**src/rtl/core/sha1_pkg.sv**
```systemverilog
// ----------------------------------------------------------------------------
// sha1_pkg
// Shared types, constants and the round function of the streaming SHA-1 core.
// ----------------------------------------------------------------------------
package sha1_pkg;

  localparam int unsigned QUEUE_DEPTH = 16;
  localparam int unsigned QPTR_W      = $clog2(QUEUE_DEPTH);
  localparam int unsigned QCNT_W      = $clog2(QUEUE_DEPTH + 1);

  localparam int unsigned ROUND_W     = 7;
  localparam logic [ROUND_W-1:0] LAST_LOAD_ROUND = 7'd15;
  localparam logic [ROUND_W-1:0] LAST_ROUND      = 7'd79;

  localparam logic [1:0] LAST_WORD_IDX = 2'd3;
  localparam logic [3:0] LEN_HI_WORD   = 4'd14;
  localparam logic [3:0] LEN_LO_WORD   = 4'd15;
  localparam logic [2:0] LAST_DIG_IDX  = 3'd4;

  localparam logic [7:0] PAD_MARK = 8'h80;

  typedef logic [4:0][31:0] hash_t;

  localparam hash_t H_INIT = {32'hC3D2E1F0, 32'h10325476, 32'h98BADCFE,
                              32'hEFCDAB89, 32'h67452301};

  localparam logic [31:0] K_0 = 32'h5A827999;
  localparam logic [31:0] K_1 = 32'h6ED9EBA1;
  localparam logic [31:0] K_2 = 32'h8F1BBCDC;
  localparam logic [31:0] K_3 = 32'hCA62C1D6;

  typedef struct packed {
    logic [31:0] word;
    logic        msg_end;
  } qentry_t;

  function automatic logic [31:0] rotl(input logic [31:0] v, input int unsigned n);
    logic [63:0] dbl;
    dbl = {v, v} << n;
    return dbl[63:32];
  endfunction

  function automatic hash_t sha1_round(input hash_t s, input logic [31:0] w,
                                       input logic [ROUND_W-1:0] r);
    logic [31:0] f;
    logic [31:0] k;
    logic [31:0] t;
    hash_t       n;
    if (r < 7'd20) begin
      f = (s[1] & s[2]) | (~s[1] & s[3]);
      k = K_0;
    end else if (r < 7'd40) begin
      f = s[1] ^ s[2] ^ s[3];
      k = K_1;
    end else if (r < 7'd60) begin
      f = (s[1] & s[2]) | (s[1] & s[3]) | (s[2] & s[3]);
      k = K_2;
    end else begin
      f = s[1] ^ s[2] ^ s[3];
      k = K_3;
    end
    t    = rotl(s[0], 5) + f + s[4] + k + w;
    n[0] = t;
    n[1] = s[0];
    n[2] = rotl(s[1], 30);
    n[3] = s[2];
    n[4] = s[3];
    return n;
  endfunction

endpackage

```
**src/rtl/core/sha1_req_if.sv**
```systemverilog
// ----------------------------------------------------------------------------
// sha1_req_if
// Request channel: at most one message byte with its flags per request.
// ----------------------------------------------------------------------------
interface sha1_req_if;
  logic       valid;
  logic       ready;
  logic [7:0] data_byte;
  logic       has_byte;
  logic       last;

  modport source (output valid, output data_byte, output has_byte, output last,
                  input ready);
  modport sink   (input valid, input data_byte, input has_byte, input last,
                  output ready);
endinterface

```
**src/rtl/core/sha1_dig_if.sv**
```systemverilog
// ----------------------------------------------------------------------------
// sha1_dig_if
// Digest channel: one 32-bit digest word per request.
// ----------------------------------------------------------------------------
interface sha1_dig_if;
  logic        valid;
  logic        ready;
  logic [31:0] digest_word;
  logic [2:0]  word_index;
  logic        last_word;

  modport source (output valid, output digest_word, output word_index,
                  output last_word, input ready);
  modport sink   (input valid, input digest_word, input word_index,
                  input last_word, output ready);
endinterface

```
**src/rtl/core/sha1_front.sv**
```systemverilog
// ----------------------------------------------------------------------------
// sha1_front
// Packs message bytes into big-endian words and generates the padding words.
// ----------------------------------------------------------------------------
module sha1_front (
  input  logic              clk_i,
  input  logic              rst_ni,
  sha1_req_if.sink          req_i,
  input  logic              full_i,
  output logic              push_o,
  output sha1_pkg::qentry_t push_entry_o
);
  import sha1_pkg::*;

  typedef enum logic [2:0] {
    S_ACC  = 3'b001,
    S_MARK = 3'b010,
    S_FILL = 3'b100
  } fstate_e;

  fstate_e      state_q, state_d;
  logic [31:0]  word_q, word_d;
  logic [1:0]   pos_q, pos_d;
  logic [3:0]   wcnt_q, wcnt_d;
  logic [60:0]  bcnt_q, bcnt_d;
  logic         len_ok_q, len_ok_d;
  logic         accept;
  logic [31:0]  mark_word;

  assign req_i.ready = (state_q == S_ACC) && !full_i;
  assign accept      = req_i.valid && req_i.ready;

  always_comb begin
    case (pos_q)
      2'd0:    mark_word = {PAD_MARK, 24'h0};
      2'd1:    mark_word = {word_q[7:0], PAD_MARK, 16'h0};
      2'd2:    mark_word = {word_q[15:0], PAD_MARK, 8'h0};
      default: mark_word = {word_q[23:0], PAD_MARK};
    endcase
  end

  always_comb begin
    state_d      = state_q;
    word_d       = word_q;
    pos_d        = pos_q;
    wcnt_d       = wcnt_q;
    bcnt_d       = bcnt_q;
    len_ok_d     = len_ok_q;
    push_o       = 1'b0;
    push_entry_o = '{word: 32'h0, msg_end: 1'b0};
    case (state_q)
      S_ACC: begin
        if (accept) begin
          if (req_i.has_byte) begin
            word_d = {word_q[23:0], req_i.data_byte};
            pos_d  = pos_q + 2'd1;
            bcnt_d = bcnt_q + 61'd1;
            if (pos_q == LAST_WORD_IDX) begin
              push_o       = 1'b1;
              push_entry_o = '{word: word_d, msg_end: 1'b0};
              wcnt_d       = wcnt_q + 4'd1;
            end
          end
          if (req_i.last) begin
            state_d = S_MARK;
          end
        end
      end
      S_MARK: begin
        if (!full_i) begin
          push_o       = 1'b1;
          push_entry_o = '{word: mark_word, msg_end: 1'b0};
          len_ok_d     = (wcnt_q != LEN_HI_WORD);
          pos_d        = 2'd0;
          wcnt_d       = wcnt_q + 4'd1;
          state_d      = S_FILL;
        end
      end
      S_FILL: begin
        if (!full_i) begin
          push_o = 1'b1;
          wcnt_d = wcnt_q + 4'd1;
          if (len_ok_q && wcnt_q == LEN_HI_WORD) begin
            push_entry_o = '{word: bcnt_q[60:29], msg_end: 1'b0};
          end else if (len_ok_q && wcnt_q == LEN_LO_WORD) begin
            push_entry_o = '{word: {bcnt_q[28:0], 3'b000}, msg_end: 1'b1};
            bcnt_d       = '0;
            len_ok_d     = 1'b0;
            state_d      = S_ACC;
          end else begin
            push_entry_o = '{word: 32'h0, msg_end: 1'b0};
            if (wcnt_q == LEN_LO_WORD) begin
              len_ok_d = 1'b1;
            end
          end
        end
      end
      default: begin
        state_d = S_ACC;
      end
    endcase
  end

  always_ff @(posedge clk_i or negedge rst_ni) begin
    if (!rst_ni) begin
      state_q  <= S_ACC;
      pos_q    <= '0;
      wcnt_q   <= '0;
      bcnt_q   <= '0;
      len_ok_q <= 1'b0;
    end else begin
      state_q  <= state_d;
      pos_q    <= pos_d;
      wcnt_q   <= wcnt_d;
      bcnt_q   <= bcnt_d;
      len_ok_q <= len_ok_d;
    end
  end

  always_ff @(posedge clk_i) begin
    word_q <= word_d;
  end

endmodule

```
**src/rtl/core/sha1_queue.sv**
```systemverilog
// ----------------------------------------------------------------------------
// sha1_queue
// Word queue between the packing front end and the compression back end.
// ----------------------------------------------------------------------------
module sha1_queue (
  input  logic              clk_i,
  input  logic              rst_ni,
  input  logic              push_i,
  input  sha1_pkg::qentry_t push_entry_i,
  output logic              full_o,
  input  logic              pop_i,
  output logic              valid_o,
  output sha1_pkg::qentry_t entry_o
);
  import sha1_pkg::*;

  localparam logic [QCNT_W-1:0] FULL_CNT = QCNT_W'(QUEUE_DEPTH);

  qentry_t           mem_q [QUEUE_DEPTH];
  logic [QPTR_W-1:0] wptr_q, rptr_q;
  logic [QCNT_W-1:0] cnt_q;
  logic              do_push, do_pop;

  assign full_o  = (cnt_q == FULL_CNT);
  assign valid_o = (cnt_q != '0);
  assign entry_o = mem_q[rptr_q];
  assign do_push = push_i && !full_o;
  assign do_pop  = pop_i && valid_o;

  always_ff @(posedge clk_i) begin
    if (do_push) begin
      mem_q[wptr_q] <= push_entry_i;
    end
  end

  always_ff @(posedge clk_i or negedge rst_ni) begin
    if (!rst_ni) begin
      wptr_q <= '0;
      rptr_q <= '0;
      cnt_q  <= '0;
    end else begin
      if (do_push) begin
        wptr_q <= wptr_q + 1'b1;
      end
      if (do_pop) begin
        rptr_q <= rptr_q + 1'b1;
      end
      if (do_push && !do_pop) begin
        cnt_q <= cnt_q + 1'b1;
      end else if (do_pop && !do_push) begin
        cnt_q <= cnt_q - 1'b1;
      end
    end
  end

endmodule

```
**src/rtl/core/sha1_back.sv**
```systemverilog
// ----------------------------------------------------------------------------
// sha1_back
// Runs 80 SHA-1 rounds per block, one per cycle while fed, and emits the digest.
// ----------------------------------------------------------------------------
module sha1_back (
  input  logic              clk_i,
  input  logic              rst_ni,
  input  logic              valid_i,
  input  sha1_pkg::qentry_t entry_i,
  output logic              pop_o,
  sha1_dig_if.source        dig_o
);
  import sha1_pkg::*;

  typedef enum logic [3:0] {
    S_LOAD = 4'b0001,
    S_CALC = 4'b0010,
    S_SUM  = 4'b0100,
    S_OUT  = 4'b1000
  } bstate_e;

  bstate_e            state_q, state_d;
  hash_t              h_q, h_d;
  hash_t              v_q, v_d;
  logic [31:0]        w_q [16];
  logic [31:0]        w_t;
  logic [ROUND_W-1:0] rnd_q, rnd_d;
  logic [2:0]         idx_q, idx_d;
  logic               msg_q, msg_d;
  logic               step;
  logic               out_hs;

  assign pop_o  = (state_q == S_LOAD) && valid_i;
  assign out_hs = dig_o.valid && dig_o.ready;
  assign step   = pop_o || (state_q == S_CALC);

  assign dig_o.valid       = (state_q == S_OUT);
  assign dig_o.digest_word = h_q[idx_q];
  assign dig_o.word_index  = idx_q;
  assign dig_o.last_word   = (idx_q == LAST_DIG_IDX);

  always_comb begin
    if (state_q == S_LOAD) begin
      w_t = entry_i.word;
    end else begin
      w_t = rotl(w_q[13] ^ w_q[8] ^ w_q[2] ^ w_q[0], 1);
    end
  end

  always_comb begin
    state_d = state_q;
    h_d     = h_q;
    v_d     = v_q;
    rnd_d   = rnd_q;
    idx_d   = idx_q;
    msg_d   = msg_q;
    case (state_q)
      S_LOAD: begin
        if (pop_o) begin
          v_d   = sha1_round(v_q, w_t, rnd_q);
          rnd_d = rnd_q + 7'd1;
          msg_d = entry_i.msg_end;
          if (rnd_q == LAST_LOAD_ROUND) begin
            state_d = S_CALC;
          end
        end
      end
      S_CALC: begin
        v_d = sha1_round(v_q, w_t, rnd_q);
        if (rnd_q == LAST_ROUND) begin
          rnd_d   = '0;
          state_d = S_SUM;
        end else begin
          rnd_d = rnd_q + 7'd1;
        end
      end
      S_SUM: begin
        for (int i = 0; i < 5; i++) begin
          h_d[i] = h_q[i] + v_q[i];
        end
        v_d = h_d;
        if (msg_q) begin
          idx_d   = '0;
          state_d = S_OUT;
        end else begin
          state_d = S_LOAD;
        end
      end
      S_OUT: begin
        if (out_hs) begin
          if (idx_q == LAST_DIG_IDX) begin
            h_d     = H_INIT;
            v_d     = H_INIT;
            state_d = S_LOAD;
          end else begin
            idx_d = idx_q + 3'd1;
          end
        end
      end
      default: begin
        state_d = S_LOAD;
      end
    endcase
  end

  always_ff @(posedge clk_i or negedge rst_ni) begin
    if (!rst_ni) begin
      state_q <= S_LOAD;
      h_q     <= H_INIT;
      v_q     <= H_INIT;
      rnd_q   <= '0;
      idx_q   <= '0;
      msg_q   <= 1'b0;
    end else begin
      state_q <= state_d;
      h_q     <= h_d;
      v_q     <= v_d;
      rnd_q   <= rnd_d;
      idx_q   <= idx_d;
      msg_q   <= msg_d;
    end
  end

  always_ff @(posedge clk_i) begin
    if (step) begin
      for (int i = 0; i < 15; i++) begin
        w_q[i] <= w_q[i+1];
      end
      w_q[15] <= w_t;
    end
  end

`ifndef ASSERT_OFF
  a_round_range: assert property (@(posedge clk_i) disable iff (!rst_ni)
    rnd_q <= LAST_ROUND)
    else $error("round counter out of range");

  a_msg_end_block: assert property (@(posedge clk_i) disable iff (!rst_ni)
    pop_o && entry_i.msg_end |-> rnd_q == LAST_LOAD_ROUND)
    else $error("message end word not at end of block");

  a_pop_in_load: assert property (@(posedge clk_i) disable iff (!rst_ni)
    pop_o |-> rnd_q < 7'd16)
    else $error("queue read outside load rounds");

  a_digest_reinit: assert property (@(posedge clk_i) disable iff (!rst_ni)
    out_hs && dig_o.last_word |=> (h_q == H_INIT) && (rnd_q == '0))
    else $error("chaining value not reinitialized after digest");
`endif

endmodule

```
**src/rtl/core/sha1_hash_engine_core.sv**
```systemverilog
// ----------------------------------------------------------------------------
// sha1_hash_engine_core
// Streaming SHA-1 hasher: message bytes in, five 32-bit digest words out.
// ----------------------------------------------------------------------------
// Usage:
//   req_i carries one request per message byte (data_byte, has_byte) and the
//   flag last, which closes the message. has_byte low with last high closes
//   the message without a byte; both low is an idle request.
//   dig_o returns the digest as five words, index 0 (H0) first, last_word
//   set on index 4.
// Timing:
//   The front end takes one request per cycle while its 16-word queue has
//   room. The back end runs one round per cycle while it is not holding a
//   digest and has queue words for its load rounds: 80 rounds plus a sum step
//   per 64-byte block. Padding adds one or two blocks, and the front end takes
//   no request while it writes the padding words; the first digest word
//   appears once the back end has finished the rounds and the sum step of the
//   final block.
// Reset and stall:
//   Reset clears the queue, the counters and loads the initial hash value.
//   While dig_o is stalled the digest is held and the front end keeps taking
//   bytes of the next message until the queue fills.
// ----------------------------------------------------------------------------
module sha1_hash_engine_core (
  input  logic       clk_i,
  input  logic       rst_ni,
  sha1_req_if.sink   req_i,
  sha1_dig_if.source dig_o
);
  import sha1_pkg::*;

  logic    push, full, pop, q_valid;
  qentry_t push_entry, q_entry;

  sha1_front u_front (
    .clk_i        (clk_i),
    .rst_ni       (rst_ni),
    .req_i        (req_i),
    .full_i       (full),
    .push_o       (push),
    .push_entry_o (push_entry)
  );

  sha1_queue u_queue (
    .clk_i        (clk_i),
    .rst_ni       (rst_ni),
    .push_i       (push),
    .push_entry_i (push_entry),
    .full_o       (full),
    .pop_i        (pop),
    .valid_o      (q_valid),
    .entry_o      (q_entry)
  );

  sha1_back u_back (
    .clk_i   (clk_i),
    .rst_ni  (rst_ni),
    .valid_i (q_valid),
    .entry_i (q_entry),
    .pop_o   (pop),
    .dig_o   (dig_o)
  );

endmodule
```
**src/flat_wrapper.sv**
```systemverilog
// flat-port wrapper written by rule: the top's interface ports become plain ports
module sha1_hash_engine_core_flat import sha1_pkg::*;
  (clk_i, rst_ni, req_i_valid, req_i_data_byte, req_i_has_byte, req_i_last, req_i_ready, dig_o_valid, dig_o_digest_word, dig_o_word_index, dig_o_last_word, dig_o_ready);
  sha1_req_if req_i_i ();
  sha1_dig_if dig_o_i ();
  input  logic clk_i;
  input  logic rst_ni;
  input wire logic [$bits(req_i_i.valid)-1:0] req_i_valid;
  input wire logic [$bits(req_i_i.data_byte)-1:0] req_i_data_byte;
  input wire logic [$bits(req_i_i.has_byte)-1:0] req_i_has_byte;
  input wire logic [$bits(req_i_i.last)-1:0] req_i_last;
  output wire logic [$bits(req_i_i.ready)-1:0] req_i_ready;
  output wire logic [$bits(dig_o_i.valid)-1:0] dig_o_valid;
  output wire logic [$bits(dig_o_i.digest_word)-1:0] dig_o_digest_word;
  output wire logic [$bits(dig_o_i.word_index)-1:0] dig_o_word_index;
  output wire logic [$bits(dig_o_i.last_word)-1:0] dig_o_last_word;
  input wire logic [$bits(dig_o_i.ready)-1:0] dig_o_ready;
  assign req_i_i.valid = req_i_valid;
  assign req_i_i.data_byte = req_i_data_byte;
  assign req_i_i.has_byte = req_i_has_byte;
  assign req_i_i.last = req_i_last;
  assign req_i_ready = req_i_i.ready;
  assign dig_o_valid = dig_o_i.valid;
  assign dig_o_digest_word = dig_o_i.digest_word;
  assign dig_o_word_index = dig_o_i.word_index;
  assign dig_o_last_word = dig_o_i.last_word;
  assign dig_o_i.ready = dig_o_ready;
  sha1_hash_engine_core u_core (.clk_i(clk_i), .rst_ni(rst_ni), .req_i(req_i_i), .dig_o(dig_o_i));
endmodule
```
**config.mk**
```make
export PLATFORM = sky130hd
export DESIGN_NAME = sha1_hash_engine_core_flat
export DESIGN_NICKNAME = d
export VERILOG_FILES = /design/src/rtl/core/sha1_pkg.sv /design/src/rtl/core/sha1_req_if.sv /design/src/rtl/core/sha1_dig_if.sv /design/src/rtl/core/sha1_front.sv /design/src/rtl/core/sha1_queue.sv /design/src/rtl/core/sha1_back.sv /design/src/rtl/core/sha1_hash_engine_core.sv /design/src/flat_wrapper.sv
export SDC_FILE = /design/constraint.sdc
export NUM_CORES = 2
export LEC_CHECK = 0
export ABC_AREA = 1
export BUFFER_PORTS_ARGS = -buffer_cell sky130_fd_sc_hd__buf_2
export CORE_UTILIZATION = 50
export CTS_CLUSTER_DIAMETER = 120
export DETAILED_ROUTE_END_ITERATION = 16
export GPL_ROUTABILITY_DRIVEN = 0
export HOLD_SLACK_MARGIN = 0.02
export MAX_ROUTING_LAYER = met4
export PLACE_DENSITY = 0.65
export SYNTH_ARGS = -nofsm -noshare
export SYNTH_HDL_FRONTEND = slang
export SYNTH_SLANG_ARGS = --single-unit
export TNS_END_PERCENT = 5
```
**constraint.sdc**
```tcl
create_clock -name clk_i -period 11.4 [get_ports clk_i]
set_input_delay 1.71 -clock clk_i [delete_from_list [all_inputs] [get_ports clk_i]]
set_output_delay 1.71 -clock clk_i [all_outputs]
set_load 0.005 [all_outputs]
```
==> summary.md <==
The flow ran to the end, and the final reports show no timing, DRC or antenna violations. The number of levels in the clock H-tree came out at 4. Of the available clock period, the critical path in the final layout requires 65.2%. Setup repair after global routing left no endpoint under its margin. For this block, the routed nets add up to 234 mm of wire. The number of cells on the worst reg-to-reg path is 26. The number of antenna-violating nets in the routed design was 0. Max-cap violations in this run came to 0.

Based on the critical path, the design can be clocked at up to 135 MHz. The fraction of registers with async set or reset after synthesis is 28.3%, and the sum of negative setup slack is 0 ps. The most used flip-flop cell after synthesis is sky130_fd_sc_hd__edfxtp_1.

Global routing used 44.5% of the available met1 tracks. Normalized max-slew margin: 9.36%. Fill cells in the final layout number 12,700. CTS saw 1,483 sinks. The met2 track demand over resource came out at 43.6%. In this run the count of I/O pins placed on the die edge is 52.

The post-placement setup slack is 4050 ps. The number of gates resized after cts was 0. In this run the most used layer during global routing was met1.

The count of mapped cells out of synthesis was 7,332. The clock arrives with 36.6 ps of skew. The number of nets handed over by synthesis was 7,684. The number of warnings issued by yosys was 0; the area growth from synthesis to layout was 10.5%. Clock latency on the worst-skew pair, taken at its later pin, is 800 ps. For this block, the initial DRC count from the detailed router was 8,056.

Library cell used as clock root buffer: sky130_fd_sc_hd__clkbuf_16. The final setup violation count is 0, and the share of final-layout standard cells stronger than drive strength 1 is 8.61%. Once layout is complete, the cells apart from fillers number 9,423. The cell area that synthesis handed to floorplanning was 74,400 µm². The tools report the kind of end point of the critical path as a flip-flop. For the minimum setup slack among reg-to-reg paths, the log shows 3970 ps. Entering global routing, the biggest net connects 232 pins.

Port buffering added 51 buffers. The critical path in this run is classified as flip-flop to flip-flop. For the worst setup path, the data required time is 12,080 ps.

The number of flip-flops and latches in the synthesized netlist works out to 1,483. The tools report the multi-input logic area as 27,900 µm². Using the TritonRoute via totals, the vias-per-cell ratio works out to 6.14.

The transition time of the tightest slew-check pin works out to 1360 ps. After detailed placement, the total cell area comes to 76,900 µm². Average cell area after synthesis: 10.2 µm². The average routed wire per standard cell works out to 24.9 µm.

On the worst path, the slowest cell contributes a delay of 830 ps. The remaining design rule violation count is 0. The synthesized design contains 1,064 enable-type register cells. For the count of distinct cell types in the synthesized netlist, the log shows 65. TritonCTS built the clock tree.

The run gives 0 as the max-slew violation count. The die is 388 µm tall. The final-stage net count is 7,706, and the post-CTS setup buffer count is 0. The area of the die came out at 150,000 µm². For the total global routing overflow, the log shows 0. The tools report the worst path arrival time as 8110 ps. The number of global-route vias before repair came out at 54,000. In this run the most critical hold path is launched from u_core.u_back.w_q[0][157].

Along the worst hold path, the cell count comes to 0. The global-route usage over all layers is 31.7%. The terminating pin of the worst hold path is u_core.u_back.w_q[0][125]. Counting the buffers created by CTS gives 158.

The run gives 0 as the number of buffers inserted by hold repair at cts. The tools report the launching element type of the critical path as a flip-flop. Summed over all nets, the half-perimeter wirelength after detailed placement is 160 mm. On the critical path, the stage with the largest delay is an instance of sky130_fd_sc_hd__dfrtp_4. Across all layers, the routed design uses 57,800 vias. In this run the critical register-to-register path is captured at u_core.u_back.v_q[27]. The core region is 148,000 µm².

In this run the worst path has a maximum fanout of 77. The area of all placed cells without fillers was 82,200 µm². The worst register-to-register path begins at u_core.u_queue.rptr_q[1].

Setup slack closes at 3970 ps. Horizontal die dimension: 388 µm. The initial antenna violation count was 4; the register area was 42,700 µm². The wire length of the first global-routing pass came out at 346 mm.

The time the final worst path needs with I/O delays and setup came out at 7430 ps. The clock passes through at most 3 buffers. The worst hold path belongs to the class flip-flop to flip-flop. The first detailed-routing pass ran for 11 iterations.

Cell total after placement: 9,122. The logs give 57.3% for the part of the Yosys area used for sequential elements and 50.4% for the effective utilization at floorplan. After clock tree synthesis, the clock-pin slew on the worst setup and hold paths is 60 ps. The floorplan row count came out at 141.

For the met3 layer usage reported by global route, the log shows 7.68%. Final hold violation count: 0.
## metal layers
layer  vias up  routed length, µm  part of all wire, %
met4         0              11200                  4.8
met1     28000              96600                   41
li1      25700                  -                    -
met2      3415              97800                   42
met3       617              28600                   12
met5         -                  0                    0
## how the worst max path moves through the flow
stage,startpoint,endpoint,cells after the start
final,u_core.u_queue.rptr_q[1],u_core.u_back.v_q[27],26
after global routing,u_core.u_queue.rptr_q[1],u_core.u_back.v_q[18],27
after CTS,u_core.u_queue.rptr_q[1],u_core.u_back.v_q[18],27
after detailed placement,u_core.u_queue.rptr_q[1],u_core.u_back.v_q[18],27
after global placement,u_core.u_queue.rptr_q[1],u_core.u_back.v_q[18],27
after floorplan,u_core.u_back.state_q[0],u_core.u_back.rnd_q[5],7
## cells in the mapped netlist (5+ instances only)
cell	count	area share, %
sky130_fd_sc_hd__nand2_1	1129	5.7
sky130_fd_sc_hd__edfxtp_1	1064	43
sky130_fd_sc_hd__xor2_1	122	1.4
sky130_fd_sc_hd__nand3_1	355	2.4
sky130_fd_sc_hd__buf_2	72	0.48
sky130_fd_sc_hd__o21ai_0	695	4.7
sky130_fd_sc_hd__a31oi_1	43	0.36
sky130_fd_sc_hd__inv_1	744	3.8
sky130_fd_sc_hd__o221ai_1	99	1.2
sky130_fd_sc_hd__or2_2	39	0.33
sky130_fd_sc_hd__xnor2_1	69	0.81
sky130_fd_sc_hd__dfrtp_1	257	8.6
sky130_fd_sc_hd__o21ai_1	35	0.24
sky130_fd_sc_hd__dfstp_2	162	5.7
sky130_fd_sc_hd__clkbuf_1	171	0.86
sky130_fd_sc_hd__a21oi_1	475	3.2
sky130_fd_sc_hd__o31ai_1	64	0.65
sky130_fd_sc_hd__o21a_1	52	0.52
sky130_fd_sc_hd__a21boi_0	11	0.11
sky130_fd_sc_hd__a32oi_1	15	0.18
sky130_fd_sc_hd__nor4_1	19	0.16
sky130_fd_sc_hd__ha_1	212	3.6
sky130_fd_sc_hd__o22ai_1	91	0.76
sky130_fd_sc_hd__o2111ai_1	9	0.11
sky130_fd_sc_hd__a21o_1	23	0.23
sky130_fd_sc_hd__fa_1	126	3.4
sky130_fd_sc_hd__nand3b_1	15	0.15
sky130_fd_sc_hd__o21bai_1	23	0.23
sky130_fd_sc_hd__inv_2	12	0.060
sky130_fd_sc_hd__nand2_2	8	0.067
sky130_fd_sc_hd__and3_1	10	0.084
sky130_fd_sc_hd__a22oi_1	33	0.33
sky130_fd_sc_hd__nor2_1	739	3.7
sky130_fd_sc_hd__nor3_1	76	0.51
sky130_fd_sc_hd__buf_4	10	0.10
sky130_fd_sc_hd__buf_1	22	0.11
sky130_fd_sc_hd__o211ai_1	101	1.0
sky130_fd_sc_hd__a211oi_1	5	0.050
sky130_fd_sc_hd__nand4_1	80	0.67
## through the flow
stage	util (%)	hold slack [ps]
after global placement	52.0	400
after CTS	55.6	395
after floorplan	-	400
final	55.6	392
after detailed placement	52.0	405
after global routing	55.6	406
## cell families after synthesis
logic type / after synthesis / synth area share (%)
AND/OR/NAND/NOR: 2486 / 14.0
AO/OA/AOI/OAI: 1793 / 14.1
flip-flops: 1483 / 57.3
buffers and inverters: 1040 / 5.45
adder cells (fa/ha/maj): 338 / 6.95
XOR/XNOR: 191 / 2.25
multiplexers: 1 / 0.0151
## sequential cells by signal (all words and copies together), names as in the netlist
register                        count
u_core.u_queue.rptr_q               4
u_core.u_back.msg_q                 1
u_core.u_front.len_ok_q             1
u_core.u_front.pos_q                2
u_core.u_back.w_q                 512
u_core.u_front.state_q              3
u_core.u_back.h_q                 160
u_core.u_front.wcnt_q               4
u_core.u_back.v_q                 160
u_core.u_back.rnd_q                 7
u_core.u_front.word_q              24
u_core.u_queue.mem_q              528
u_core.u_back.dig_o.word_index      3
u_core.u_queue.wptr_q               4
u_core.u_queue.cnt_q                5
u_core.u_front.bcnt_q              61
u_core.u_back.state_q               4
## cells in the final DEF (no fill, tap or decap), types with 122 or more instances in the layout
cell type,netlist,final
sky130_fd_sc_hd__a21oi_1,475,475
sky130_fd_sc_hd__clkbuf_16,0,160
sky130_fd_sc_hd__dfrtp_1,257,253
sky130_fd_sc_hd__dfstp_2,162,162
sky130_fd_sc_hd__edfxtp_1,1064,1064
sky130_fd_sc_hd__fa_1,126,126
sky130_fd_sc_hd__ha_1,212,212
sky130_fd_sc_hd__inv_1,744,742
sky130_fd_sc_hd__nand2_1,1129,1128
sky130_fd_sc_hd__nand3_1,355,355
sky130_fd_sc_hd__nor2_1,739,723
sky130_fd_sc_hd__o21ai_0,695,695
sky130_fd_sc_hd__xor2_1,122,122
## worst max-delay path, delay by kind of cell (launching register included)
kind / cells / cell delay, ps
buffers and inverters: 8 / 2140
adders and majority gates: 4 / 1830
AOI/OAI and AO/OA: 5 / 1460
and+or+nand+nor: 9 / 1020
DFF: 1 / 830
## area by class of cell
class / count / area share, %
clock buffer: 211 / 5.27
timing repair buffer: 140 / 1.20
antenna: 4 / 0.0122
tap: 1930 / 2.94
sequential: 1483 / 51.9
inverter: 762 / 3.50
multi-input combinational: 4809 / 34.0
clock inverter: 84 / 1.24
Power is not shown: default switching activity piles up to over one toggle a cycle in this logic, so the estimate is an artifact.
